--- config.mk ---
export PLATFORM = sky130hd
export DESIGN_NAME = signed_int_to_decimal_chars
export DESIGN_NICKNAME = d
export VERILOG_FILES = /design/src/sidc_pkg.sv /design/src/sidc_cell.sv /design/src/signed_int_to_decimal_chars.sv
export SDC_FILE = /design/constraint.sdc
export NUM_CORES = 1
export LEC_CHECK = 0
export BUFFER_PORTS_ARGS = -buffer_cell sky130_fd_sc_hd__buf_2
export CAP_MARGIN = 30
export CORE_MARGIN = 1.5
export CORE_UTILIZATION = 35
export DETAILED_ROUTE_END_ITERATION = 7
export GPL_TIMING_DRIVEN = 0
export PLACE_DENSITY_LB_ADDON = 0.3
export SYNTH_ARGS = -nofsm -noshare
export SYNTH_HDL_FRONTEND = slang
export SYNTH_SLANG_ARGS = --single-unit
export TNS_END_PERCENT = 1
--- constraint.sdc ---
create_clock -name clk -period 3.1 [get_ports clk]
set_input_delay 0.155 -clock clk [delete_from_list [all_inputs] [get_ports clk]]
set_output_delay 0.155 -clock clk [all_outputs]
set_load 0.01 [all_outputs]
--- src/sidc_pkg.sv ---
// Shared types and constants for the signed integer to decimal characters block.
// Used by sidc_cell and signed_int_to_decimal_chars; depends on nothing.
package sidc_pkg;

	localparam int VALUE_W    = 32;
	localparam int CHAR_W     = 8;
	localparam int DIGIT_W    = 4;
	localparam int NUM_DIGITS = 10;
	localparam int BIT_CNT_W  = $clog2(VALUE_W);
	localparam int DIG_CNT_W  = $clog2(NUM_DIGITS + 1);

	localparam logic [CHAR_W-1:0]  DIGIT_BASE = 8'h30;
	localparam logic [CHAR_W-1:0]  MINUS_CODE = 8'h2D;
	localparam logic [DIGIT_W-1:0] DABBLE_MIN = 4'd5;
	localparam logic [DIGIT_W-1:0] DABBLE_ADD = 4'd3;

	typedef enum logic [1:0] {
		CELL_HOLD,
		CELL_CLEAR,
		CELL_DABBLE,
		CELL_SHIFT
	} cell_op_t;

	typedef enum logic [2:0] {
		ST_IDLE,
		ST_CONV,
		ST_SKIP,
		ST_SIGN,
		ST_EMIT
	} state_t;

endpackage

--- src/sidc_cell.sv ---
// One decimal digit cell of the conversion chain: shift-add-3 step and digit shift.
// Depends on sidc_pkg.
module sidc_cell (
	input  logic                          clk,
	input  sidc_pkg::cell_op_t            op,
	input  logic                          bit_in,
	input  logic [sidc_pkg::DIGIT_W-1:0]  digit_in,
	output logic                          bit_out,
	output logic [sidc_pkg::DIGIT_W-1:0]  digit
);

	logic [sidc_pkg::DIGIT_W-1:0] digit_q;
	logic [sidc_pkg::DIGIT_W-1:0] adj;

	// add 3 before the shift so the digit never exceeds 9 after doubling
	assign adj     = (digit_q >= sidc_pkg::DABBLE_MIN) ? digit_q + sidc_pkg::DABBLE_ADD : digit_q;
	assign bit_out = adj[sidc_pkg::DIGIT_W-1];
	assign digit   = digit_q;

	always_ff @(posedge clk) begin
		unique case (op)
			sidc_pkg::CELL_HOLD:   digit_q <= digit_q;
			sidc_pkg::CELL_CLEAR:  digit_q <= '0;
			sidc_pkg::CELL_DABBLE: digit_q <= {adj[sidc_pkg::DIGIT_W-2:0], bit_in};
			sidc_pkg::CELL_SHIFT:  digit_q <= digit_in;
			default:               digit_q <= digit_q;
		endcase
	end

endmodule

--- src/signed_int_to_decimal_chars.sv ---
// Top level: signed 32-bit integer to decimal ASCII characters.
// Depends on sidc_pkg and sidc_cell.
//
// Usage:
//   Input channel s_*: one beat carries one signed 32-bit value in s_tdata.
//   Output channel m_*: one beat per character, most significant first; a
//   negative value starts with '-'. m_tlast marks the final digit.
//   The block works on one value at a time; s_tready is high only when idle.
// Conversion:
//   After the input beat, shift-add-3 runs through a chain of ten digit
//   cells, one magnitude bit per cycle. Leading zero digits are then dropped
//   one per cycle (up to nine), the sign is decided, and characters leave
//   at one per cycle while m_tready is high.
//   A new value is accepted only after the final digit has left.
// Reset:
//   arst_n clears the controller to idle; no character is pending afterward.
// Stall:
//   While m_tready is low the current character holds on m_tdata/m_tlast and
//   the digit chain holds; no new value is accepted.
module signed_int_to_decimal_chars (
	input  logic                          clk,
	input  logic                          arst_n,
	// value (bits 31:0, signed)
	input  logic [sidc_pkg::VALUE_W-1:0]  s_tdata,
	input  logic                          s_tvalid,
	output logic                          s_tready,
	// char_code (bits 7:0)
	output logic [sidc_pkg::CHAR_W-1:0]   m_tdata,
	output logic                          m_tlast,
	output logic                          m_tvalid,
	input  logic                          m_tready
);

	sidc_pkg::state_t state_q, state_d;
	sidc_pkg::cell_op_t cell_op;

	logic [sidc_pkg::VALUE_W-1:0]   mag_q, mag_d;
	logic                           neg_q, neg_d;
	logic [sidc_pkg::BIT_CNT_W-1:0] bit_cnt_q, bit_cnt_d;
	logic [sidc_pkg::DIG_CNT_W-1:0] dig_cnt_q, dig_cnt_d;

	// chain wiring: index 0 is the least significant cell
	logic                         carry_w [0:sidc_pkg::NUM_DIGITS];
	logic [sidc_pkg::DIGIT_W-1:0] digit_w [0:sidc_pkg::NUM_DIGITS];
	logic [sidc_pkg::DIGIT_W-1:0] top_digit;

	assign carry_w[0] = mag_q[sidc_pkg::VALUE_W-1];
	assign digit_w[0] = '0;

	for (genvar i = 0; i < sidc_pkg::NUM_DIGITS; i++) begin : g_cell
		sidc_cell u_cell (
			.clk      (clk),
			.op       (cell_op),
			.bit_in   (carry_w[i]),
			.digit_in (digit_w[i]),
			.bit_out  (carry_w[i+1]),
			.digit    (digit_w[i+1])
		);
	end

	assign top_digit = digit_w[sidc_pkg::NUM_DIGITS];

	always_ff @(posedge clk or negedge arst_n) begin
		if (!arst_n) begin
			state_q   <= sidc_pkg::ST_IDLE;
			neg_q     <= 1'b0;
			bit_cnt_q <= '0;
			dig_cnt_q <= '0;
		end else begin
			state_q   <= state_d;
			neg_q     <= neg_d;
			bit_cnt_q <= bit_cnt_d;
			dig_cnt_q <= dig_cnt_d;
		end
	end

	// magnitude is payload: no reset
	always_ff @(posedge clk) begin
		mag_q <= mag_d;
	end

	always_comb begin
		state_d   = state_q;
		mag_d     = mag_q;
		neg_d     = neg_q;
		bit_cnt_d = bit_cnt_q;
		dig_cnt_d = dig_cnt_q;
		cell_op   = sidc_pkg::CELL_HOLD;
		s_tready  = 1'b0;
		m_tvalid  = 1'b0;
		m_tdata   = sidc_pkg::DIGIT_BASE + {{(sidc_pkg::CHAR_W-sidc_pkg::DIGIT_W){1'b0}}, top_digit};
		m_tlast   = 1'b0;
		unique case (state_q)
			sidc_pkg::ST_IDLE: begin
				s_tready = 1'b1;
				if (s_tvalid) begin
					// take the magnitude as unsigned so the most negative value works
					neg_d     = s_tdata[sidc_pkg::VALUE_W-1];
					mag_d     = s_tdata[sidc_pkg::VALUE_W-1] ?
					            sidc_pkg::VALUE_W'(~s_tdata + 1'b1) : s_tdata;
					bit_cnt_d = '0;
					cell_op   = sidc_pkg::CELL_CLEAR;
					state_d   = sidc_pkg::ST_CONV;
				end
			end
			sidc_pkg::ST_CONV: begin
				// advance one magnitude bit into the chain
				cell_op   = sidc_pkg::CELL_DABBLE;
				mag_d     = {mag_q[sidc_pkg::VALUE_W-2:0], 1'b0};
				bit_cnt_d = bit_cnt_q + 1'b1;
				if (bit_cnt_q == sidc_pkg::BIT_CNT_W'(sidc_pkg::VALUE_W - 1)) begin
					dig_cnt_d = sidc_pkg::DIG_CNT_W'(sidc_pkg::NUM_DIGITS);
					state_d   = sidc_pkg::ST_SKIP;
				end
			end
			sidc_pkg::ST_SKIP: begin
				// drop leading zeros, always keep the last digit
				if (top_digit == '0 && dig_cnt_q != sidc_pkg::DIG_CNT_W'(1)) begin
					cell_op   = sidc_pkg::CELL_SHIFT;
					dig_cnt_d = dig_cnt_q - 1'b1;
				end else begin
					state_d = neg_q ? sidc_pkg::ST_SIGN : sidc_pkg::ST_EMIT;
				end
			end
			sidc_pkg::ST_SIGN: begin
				m_tvalid = 1'b1;
				m_tdata  = sidc_pkg::MINUS_CODE;
				if (m_tready) begin
					state_d = sidc_pkg::ST_EMIT;
				end
			end
			sidc_pkg::ST_EMIT: begin
				m_tvalid = 1'b1;
				m_tlast  = (dig_cnt_q == sidc_pkg::DIG_CNT_W'(1));
				if (m_tready) begin
					if (m_tlast) begin
						state_d = sidc_pkg::ST_IDLE;
					end else begin
						cell_op   = sidc_pkg::CELL_SHIFT;
						dig_cnt_d = dig_cnt_q - 1'b1;
					end
				end
			end
			default: begin
				state_d = sidc_pkg::ST_IDLE;
			end
		endcase
	end

	// the top cell never overflows: any 32-bit magnitude fits in ten digits
	a_no_overflow: assert property (@(posedge clk) disable iff (!arst_n)
		state_q == sidc_pkg::ST_CONV |-> !carry_w[sidc_pkg::NUM_DIGITS])
		else $error("digit chain overflow during conversion");

	// an emitted digit is always a decimal digit
	a_digit_range: assert property (@(posedge clk) disable iff (!arst_n)
		state_q == sidc_pkg::ST_EMIT |-> top_digit <= 4'd9)
		else $error("non-decimal digit emitted");

	// digit count never runs out while characters are pending
	a_count_live: assert property (@(posedge clk) disable iff (!arst_n)
		(state_q == sidc_pkg::ST_EMIT || state_q == sidc_pkg::ST_SIGN) |-> dig_cnt_q != '0)
		else $error("digit count empty while emitting");

	// the first digit after zero skipping is nonzero unless it is the only one
	a_no_lead_zero: assert property (@(posedge clk) disable iff (!arst_n)
		(state_q == sidc_pkg::ST_SKIP && state_d != sidc_pkg::ST_SKIP)
		|-> (top_digit != '0 || dig_cnt_q == sidc_pkg::DIG_CNT_W'(1)))
		else $error("leading zero left after skip");

	// input and output sides are never open in the same cycle
	a_one_side: assert property (@(posedge clk) disable iff (!arst_n)
		!(s_tready && m_tvalid))
		else $error("accepting a value while characters are pending");

endmodule

# After elaboration in Yosys (flattened, before gate mapping)
# Cells that the tools add are included.
# op_classes
add_sub_neg	14
magnitude_cmp	10
eq_ne	18
n_mux	47
bitwise	1
reduce_logical	12
# op_table
operator	n
$pmux W4 S3	10
$mux W32	2
$pmux W32 S2	1
$mux W4	13
$ge A4 B3 Y1 const B	10
$add A4 B2 Y4 const B	9
$add A32 B1 Y32 const B	1
$not A32 Y32	1
$mux W3	8
$ne A2 B2 Y1 const B	8
$pmux W3 S5	1
$pmux W5 S2	1
$pmux W2 S4	1
$pmux W4 S2	1
$add A6 B4 Y7 const A	1
$mux W7	1
$eq A3 B2 Y1 const B	2
$mux W2	3
$reduce_and A6 Y1	1
$add A5 B1 Y5 const B	1
$eq A5 B5 Y1 const B	1
$mux W5	1
$reduce_and A5 Y1	1
$eq A2 B2 Y1 const B	2
16 further kinds	21
# word_totals
regBits	85
input_bits	36
elab_cells	117

# Logic depth before layout (Yosys ltp)
# Gate-level depths: netlist of run 1.
# logic_depth
word_depth	7
ltp_mapped	9
ltp_nobuf	8

# Modules after synthesis
# From an unflattened synthesis of run 1, not the netlist that was laid out.
# hier_totals
cells_unflattened	595
area_unflattened_um2	5883.1
# modules_own_cells
module	n_inst	cells_per_inst	area_each_um2	seq_area_each_um2
sidc_cell	10	29	299.0	120.1
signed_int_to_decimal_chars	1	305	2892.8	1286.2

# Worst setup path after synthesis of run 1
# Ideal clock, no wire load.
# synth_path
path_kind	register to register
startpoint	register state_q[0]
endpoint	register g_cell[0].u_cell.digit_q, in the netlist g_cell[0].u_cell.digit[0], enable pin
setup_time_ns	0.404
t_arrival_ns	2.488
t_required_ns	2.696
path_slack_ns	0.209
stages_incl_launch_ff	7
synth_period_minus_slack_ns	2.891
cell_sequence	dfrtp_1 or2_2 nor4_1 o21a_1 buf_2 buf_4 nand2b_1
# synth_via
elab_chain_cells	3
word_cells_on_any_way	6
# synth_rtl
element	line_no	rtl
from (decl)	signed_int_to_decimal_chars.sv:34	sidc_pkg::state_t state_q, state_d;
from (signal assigned)	signed_int_to_decimal_chars.sv:65	state_q <= sidc_pkg::ST_IDLE;
from (signal assigned)	signed_int_to_decimal_chars.sv:70	state_q <= state_d;
$eq A3 B3 Y1 (tied with other cells)	signed_int_to_decimal_chars.sv:93	unique case (state_q)
$pmux W2 S4 (*)	signed_int_to_decimal_chars.sv:93	
$logic_not A2 Y1 (*)	sidc_cell.sv:21	unique case (op)
to (signal assigned)	sidc_cell.sv:22	sidc_pkg::CELL_HOLD: digit_q <= digit_q;
to (signal assigned)	sidc_cell.sv:24	sidc_pkg::CELL_DABBLE: digit_q <= {adj[sidc_pkg::DIGIT_W-2:0], bit_in};
to (signal assigned)	sidc_cell.sv:25	sidc_pkg::CELL_SHIFT: digit_q <= digit_in;
to (decl)	sidc_cell.sv:12	logic [sidc_pkg::DIGIT_W-1:0] digit_q;
# Every way passes the cells marked *; elsewhere a longest branch is shown, timed or not.
# A chain may end at the register's enable or synchronous reset.

# Final worst setup path of run 1
# layout_path
startpoint	register state_q[0]
endpoint	register g_cell[4].u_cell.digit_q, in the netlist g_cell[4].u_cell.digit[0], enable pin
# layout_via
elab_chain_cells	3
word_cells_on_any_way	6
# layout_rtl
element	line_no
$eq A3 B3 Y1 (tied with other cells)	signed_int_to_decimal_chars.sv:93
$pmux W2 S4 (*)	signed_int_to_decimal_chars.sv:93
$logic_not A2 Y1 (*)	sidc_cell.sv:21
to (signal assigned)	sidc_cell.sv:22
to (signal assigned)	sidc_cell.sv:24
to (signal assigned)	sidc_cell.sv:25
to (decl)	sidc_cell.sv:12
# Marks and branches as above.

==> results of run 1 <==
-- final cells by class --
| class | count | area, um2 | share of cell area |
|---|---|---|---|
| Multi-Input combinational cell | 423 | 2648 | 0.4305 |
| Sequential cell | 85 | 2487 | 0.4045 |
| Timing Repair Buffer | 45 | 255.2 | 0.04151 |
| Tap cell | 188 | 235.2 | 0.03825 |
| Clock buffer | 11 | 232.7 | 0.03784 |
| Buffer | 29 | 158.9 | 0.02584 |
| Inverter | 28 | 105.1 | 0.01709 |
| Clock inverter | 5 | 27.53 | 0.004476 |
-- metrics by stage --
step           hold WS, ns  utilization  cell area (um2)
2_1_floorplan      -0.1406            -             5396
6_report            0.1695       0.4060             6150
5_1_grt             0.1958       0.4060             6150
3_5_place_dp       0.06457       0.3882             5879
4_1_cts             0.1575       0.4060             6150
3_3_place_gp       0.05690       0.3857             5842
-- per-layer routing --
metal  wire [um]  vias up  global-route usage
li1            -     2147                   -
met1        5745     2044              0.2113
met2        5914       90              0.2717
met3         449       17             0.02261
met4         258        0             0.07019
met5           0        -                   0
-- kinds of logic (layout without fill, tap and decap cells) --
kind of cell / Yosys count / count (layout) / share of synthesized area
AOI/OAI and AO/OA: 161 / 161 / 0.1724
buffers and inverters: 57 / 118 / 0.04896
DFF: 85 / 85 / 0.4613
adders and majority gates: 26 / 26 / 0.06032
other: 2 / 3 / 0.001393
and+or+nand+nor: 192 / 192 / 0.1875
xor gates and xnor gates: 37 / 37 / 0.06009
muxes: 4 / 4 / 0.008120
-- flip-flops by register name, indices dropped and copies added, names as in the netlist --
| name | count |
|---|---|
| bit_cnt_q | 5 |
| dig_cnt_q | 4 |
| neg_q | 1 |
| g_cell.u_cell.digit | 40 |
| mag_q | 32 |
| state_q | 3 |
-- synth_stat cells, types with 9 or more instances --
master,n
nand2_1,74
dfrtp_1,13
xor2_1,26
nand2b_1,17
nor3b_1,25
clkbuf_1,11
xnor2_1,11
ha_1,26
a22o_1,10
buf_2,9
nor2_1,30
edfxtp_1,72
nor3_1,9
inv_1,28
a21oi_1,49
o21ai_0,73
-- power groups by stage --
stage	Sequential, mW	Clock (mW)	Combinational [mW]
global route	2.66	1.04	2.98
floorplan	2.47	0	1.89
global placement	2.60	0	2.45
CTS	2.57	0.998	2.63
detailed placement	2.58	0	2.62
finish	2.57	0.974	2.60
-- final timing paths --
| check | from | endpoint | slack, ns | cells past startpoint |
|---|---|---|---|---|
| max | state_q[0] | g_cell[4].u_cell.digit[0] | 0.33 | 7 |
| min | s_tdata[30] | mag_q[30] | 0.17 | 3 |
| max reg2reg | state_q[0] | g_cell[4].u_cell.digit[0] | 0.33 | 7 |
| min reg2reg | bit_cnt_q[4] | bit_cnt_q[4] | 0.51 | 2 |
| max in group asynchronous | arst_n | bit_cnt_q[3] | 2.64 | 2 |
| min in group asynchronous | arst_n | state_q[2] | 0.23 | 2 |
-- timing repair --
| item | in CTS | in global routing |
|---|---|---|
| buffers inserted | 0 | 0 |
| endpoints found under the setup margin | 0 | 0 |
| endpoints found under the hold margin | 13 | 0 |
| hold buffers | 1 | 0 |
-- critical path, delay by kind of cell (launching register included) --
family / cells / cell delay [ns]
and+or+nand+nor: 3 / 1.19
DFF: 1 / 0.41
AOI/OAI and AO/OA: 1 / 0.20
buffers and inverters: 3 / 0.64
==> flow_summary.ini, run 1 <==
[yosys]
async_flop_share = 0.1529
synth_seq_cells = 85
synth_edf_count = 72
synth_cells = 564
yosys_warnings = 0
synth_cell_types = 54
synthFlopType = edfxtp_1
synth_seq_area_share = 0.4613
yosys.area.top_type = edfxtp_1
syn-cell-area_um2 = 5393
avgSynthCellArea_um2 = 9.561
synthTopCellsByArea = edfxtp_1 (40%), o21ai_0 (6.8%), dfrtp_1 (6.0%), ha_1 (6.0%), nand2_1 (5.2%)
netlist.area_leader.share = 0.4009

[routing]
wl_um = 12370
drtIter0Drc = 190
drtPass1Iterations = 5
drtAntennaViolNets = 0
post_drt_wl_per_cell_um = 15.19
vias = 4298
remaining_drc_errors = 0
via_per_inst = 5.280

[timing]
tns_ns = 0
period_share = 0.8926
rsz0062_at_grt = no
fin_ws_ns = 0.3328
timing.fmax_mhz = 361.4
slew_violations = 0
clock_skew_ns = 0.004595
hold_viol_final = 0
max-slew-margin-rel = 0.5005
worst_slew_pin_slew_ns = 0.7484
min_period_ns = 2.767
setup_viol = 0

[global_routing]
grt_usage = 0.1624
antenna_found_initial = 0
grt_max_degree = 28
grt_pass1_vias = 4299
grt_overflow_total = 0
grt_pass1_wl_um = 20810

[place]
place_congestion = 0.8042
dp_hpwl_um = 8918
post-place-ws_ns = 0.3162
io_buffers = 42
dp.cells = 797

[die]
die_y_um = 127.1
rows = 45
coreArea_um2 = 15150
io_pins = 47
initial_core_util = 0.3561
dieArea_um2 = 16160
die_x_um = 127.1

[clock_tree]
htreeDepth = 3
cts.clk_slew.worst_paths_ns = 0.06
cts_sinks = 85
cts_buffer_depth = 2
tritoncts = yes
cts_buffers = 9
worstSkewPairLatency_ns = 0.34
cts-resized-gates = 0
cts_root_buf = clkbuf_16

[setup_path]
arrival_ns = 2.81
required_ns = 3.14
cp-end-kind = flip-flop
start_kind = flip-flop
crit_slowest_cell = nor4_1
cp_max_fo = 27
worstSetupPathType = flip-flop to flip-flop
cpPeakStageDelay_ns = 0.47
path_cells = or2_2, nor4_1, o21a_1, buf_2, buf_4, nand2b_2, buf_12

[pwr]
p_int_mw = 3.723
power_mw = 6.146
p_comb_frac = 0.424
ir_drop_mv = 0.3518
power.switching_mw = 2.423
seq_power_share = 0.418
pwr-share-clk = 0.159
powerDensity_nw_per_um2 = 999.4
switching_share = 0.3943
leakage_nw = 2.394

[final_layout]
drive_above_1_share = 0.1438
n_fill_cell = 1461
layout_commonest_cell = nand2_1
fin_cells = 814
layout_common_cells = nand2_1 (74), o21ai_0 (73), edfxtp_1 (72)
n_antenna_cell = 0
area.growth.synth_to_final_pct = 14.04
nNetsFinal = 683

[flow_run]
max_cap_viol_count = 0

[outcome]
outcome = completed

[hold_path]
min_path_type = primary input to flip-flop
Note: power is estimated with default switching activity, not from simulation.
==> inputs of run 2 (changes only) <==
ABC_AREA = 1   (was unset)
==> run 2 against run 1 <==
Compared with the run above: cell area is 7.3% higher; critical path depth is 3 higher; non-clock buffer count is 8 lower; setup slack better by 0.42 ns; flip-flop and latch count stayed put; critical path type unchanged; largest cell class unchanged.
==> flow_summary.ini, run 2 <==
[timing]
tns_ns = 0
setup_viol = 0
fin_ws_ns = 0.7482
period_share = 0.7587
slew_violations = 0
holdWs_ns = 0.1581
max-slew-margin-rel = 0.5007
rsz0062_at_grt = no
worst_slew_pin_slew_ns = 0.7482
timing.fmax_mhz = 425.2
clock_skew_ns = 0.009184
hold_viol_final = 0
min_period_ns = 2.352

[setup_path]
start_kind = flip-flop
crit_slowest_cell = dfrtp_1
worstSetupPathType = flip-flop to flip-flop
cp_max_fo = 27
cp-end-kind = flip-flop
cpPeakStageDelay_ns = 0.38
crit_top_cell = buf_6
required_ns = 3.20
path_cells = inv_1, ha_1, nand3_1, nand4_1, o21ai_2, inv_2, buf_6, buf_6, nand3_2, buf_12
arrival_ns = 2.45

[pwr]
leakage_nw = 2.996
power.switching_mw = 2.834
switching_share = 0.4180
power_mw = 6.780
ir_drop_mv = 0.3824
p_comb_frac = 0.461
seq_power_share = 0.366
pwr-share-clk = 0.174
p_int_mw = 3.946
powerDensity_nw_per_um2 = 1028

[final_layout]
layout_commonest_cell = nand2_1
largest_reg_flops = 40
final_area_um2 = 6596
drive_above_1_share = 0.1362
nNetsFinal = 828
layout_common_cells = nand2_1 (184), inv_1 (102), edfxtp_1 (72)
area.growth.synth_to_final_pct = 15.03
n_antenna_cell = 0

[yosys]
synth_most_common_cell = nand2_1
synth_cells = 709
netlist.area_leader.share = 0.3770
async_flop_share = 0.1529
synth_edf_count = 72
synthTopCellsByArea = edfxtp_1 (38%), nand2_1 (12%), inv_1 (6.7%), nand3_1 (5.9%), o21ai_0 (5.8%)
synth_seq_cells = 85
synth_cell_types = 36
synthFlopType = edfxtp_1
syn-cell-area_um2 = 5734
yosys_warnings = 0
synth_seq_area_share = 0.4338
yosys.area.top_type = edfxtp_1
synthTopCellsByCount = nand2_1 (184), inv_1 (102), edfxtp_1 (72)
avgSynthCellArea_um2 = 8.088

[die]
die_x_um = 131
rows = 46
io_pins = 47
dieArea_um2 = 17160
coreArea_um2 = 15940
initial_core_util = 0.3597
die_y_um = 131

[clock_tree]
cts-resized-gates = 0
cts_sinks = 85
cts_buffers = 9
tritoncts = yes
cts_setup_buffers = 0
holdBufCountCts = 1
cts_buffer_depth = 2
cts_root_buf = clkbuf_16
cts.clk_slew.worst_paths_ns = 0.07
htreeDepth = 3
worstSkewPairLatency_ns = 0.35

[global_routing]
grt_max_degree = 28
grt_overflow_total = 0
grt_usage = 0.1711
grt_pass1_vias = 4582
grt_pass1_wl_um = 22570
antenna_found_initial = 0

[routing]
drtAntennaViolNets = 0
drtIter0Drc = 314
drtPass1Iterations = 4
wl_um = 13700
vias = 4818
via_per_inst = 4.881
remaining_drc_errors = 0
post_drt_wl_per_cell_um = 13.88

[place]
post-place-ws_ns = 0.7069
dp_hpwl_um = 10190
io_buffers = 42
place_congestion = 0.8768
placed_cell_area_um2 = 6271

[hold_path]
min_path_type = primary input to flip-flop

[outcome]
outcome = completed

[flow_run]
max_cap_viol_count = 0
==> run 2: logic make-up after synthesis <==
family	count (synthesis)	share of synthesized area
AND/OR/NAND/NOR	330	0.2439
buffers and inverters	129	0.09252
AO/OA/AOI/OAI	111	0.1320
flip-flops	85	0.4338
XOR/XNOR	26	0.03971
adder cells (fa/ha/maj)	26	0.05673
other	2	0.001310
==> run 2: area by class of cell <==
cell class,count,area [um2]
well taps,216,270.3
repair buffers,45,267.8
fillers,1661,9346
multi-input cells,496,2725
clock buffers,10,229.0
clock inverters,6,86.33
inverters,108,405.4
plain buffers,21,125.1
flip-flops and latches,85,2487
==> run 2: power groups by stage <==
stage	registers (mW)	logic, mW	clock network [mW]
2_1_floorplan	2.42	2.30	0
3_3_place_gp	2.52	2.98	0
3_5_place_dp	2.50	3.14	0
4_1_cts	2.48	3.15	1.21
5_1_grt	2.56	3.59	1.25
6_report	2.48	3.12	1.18
==> run 2: routing by layer <==
| metal | routed length, um | vias to the layer above | share of wire | global-route usage |
|---|---|---|---|---|
| met4 | 208 | 0 | 0.015 | 0.05236 |
| met3 | 550 | 18 | 0.040 | 0.03827 |
| met1 | 6924 | 2236 | 0.51 | 0.2363 |
| met2 | 6012 | 102 | 0.44 | 0.2676 |
| met5 | 0 | - | 0 | 0 |
| li1 | - | 2462 | - | - |
==> run 2: metrics by stage <==
stage          instances    util
2_1_floorplan        710       -
3_3_place_gp         968  0.3900
3_5_place_dp         970  0.3933
4_1_cts              987  0.4138
5_1_grt              987  0.4138
6_report             987  0.4138
==> run 2: path summary, 6_finish.rpt <==
check / startpoint / cells after the start / slack [ns] / end
max in group asynchronous: arst_n / 2 / 2.63 / neg_q
hold / removal: s_tdata[0] / 3 / 0.16 / mag_q[0]
setup / recovery: dig_cnt_q[1] / 10 / 0.75 / g_cell[6].u_cell.digit[2]
min in group asynchronous: arst_n / 2 / 0.24 / dig_cnt_q[2]
hold reg to reg: bit_cnt_q[4] / 1 / 0.52 / bit_cnt_q[4]
setup reg to reg: dig_cnt_q[1] / 10 / 0.75 / g_cell[6].u_cell.digit[2]
==> run 2: worst max-delay path, delay by kind of cell, from the launching register on <==
family | cells | cell delay [ns]
simple gates | 3 | 0.64
flops | 1 | 0.38
buf+inv | 5 | 0.82
compound gates | 1 | 0.11
fa+ha+maj | 1 | 0.15
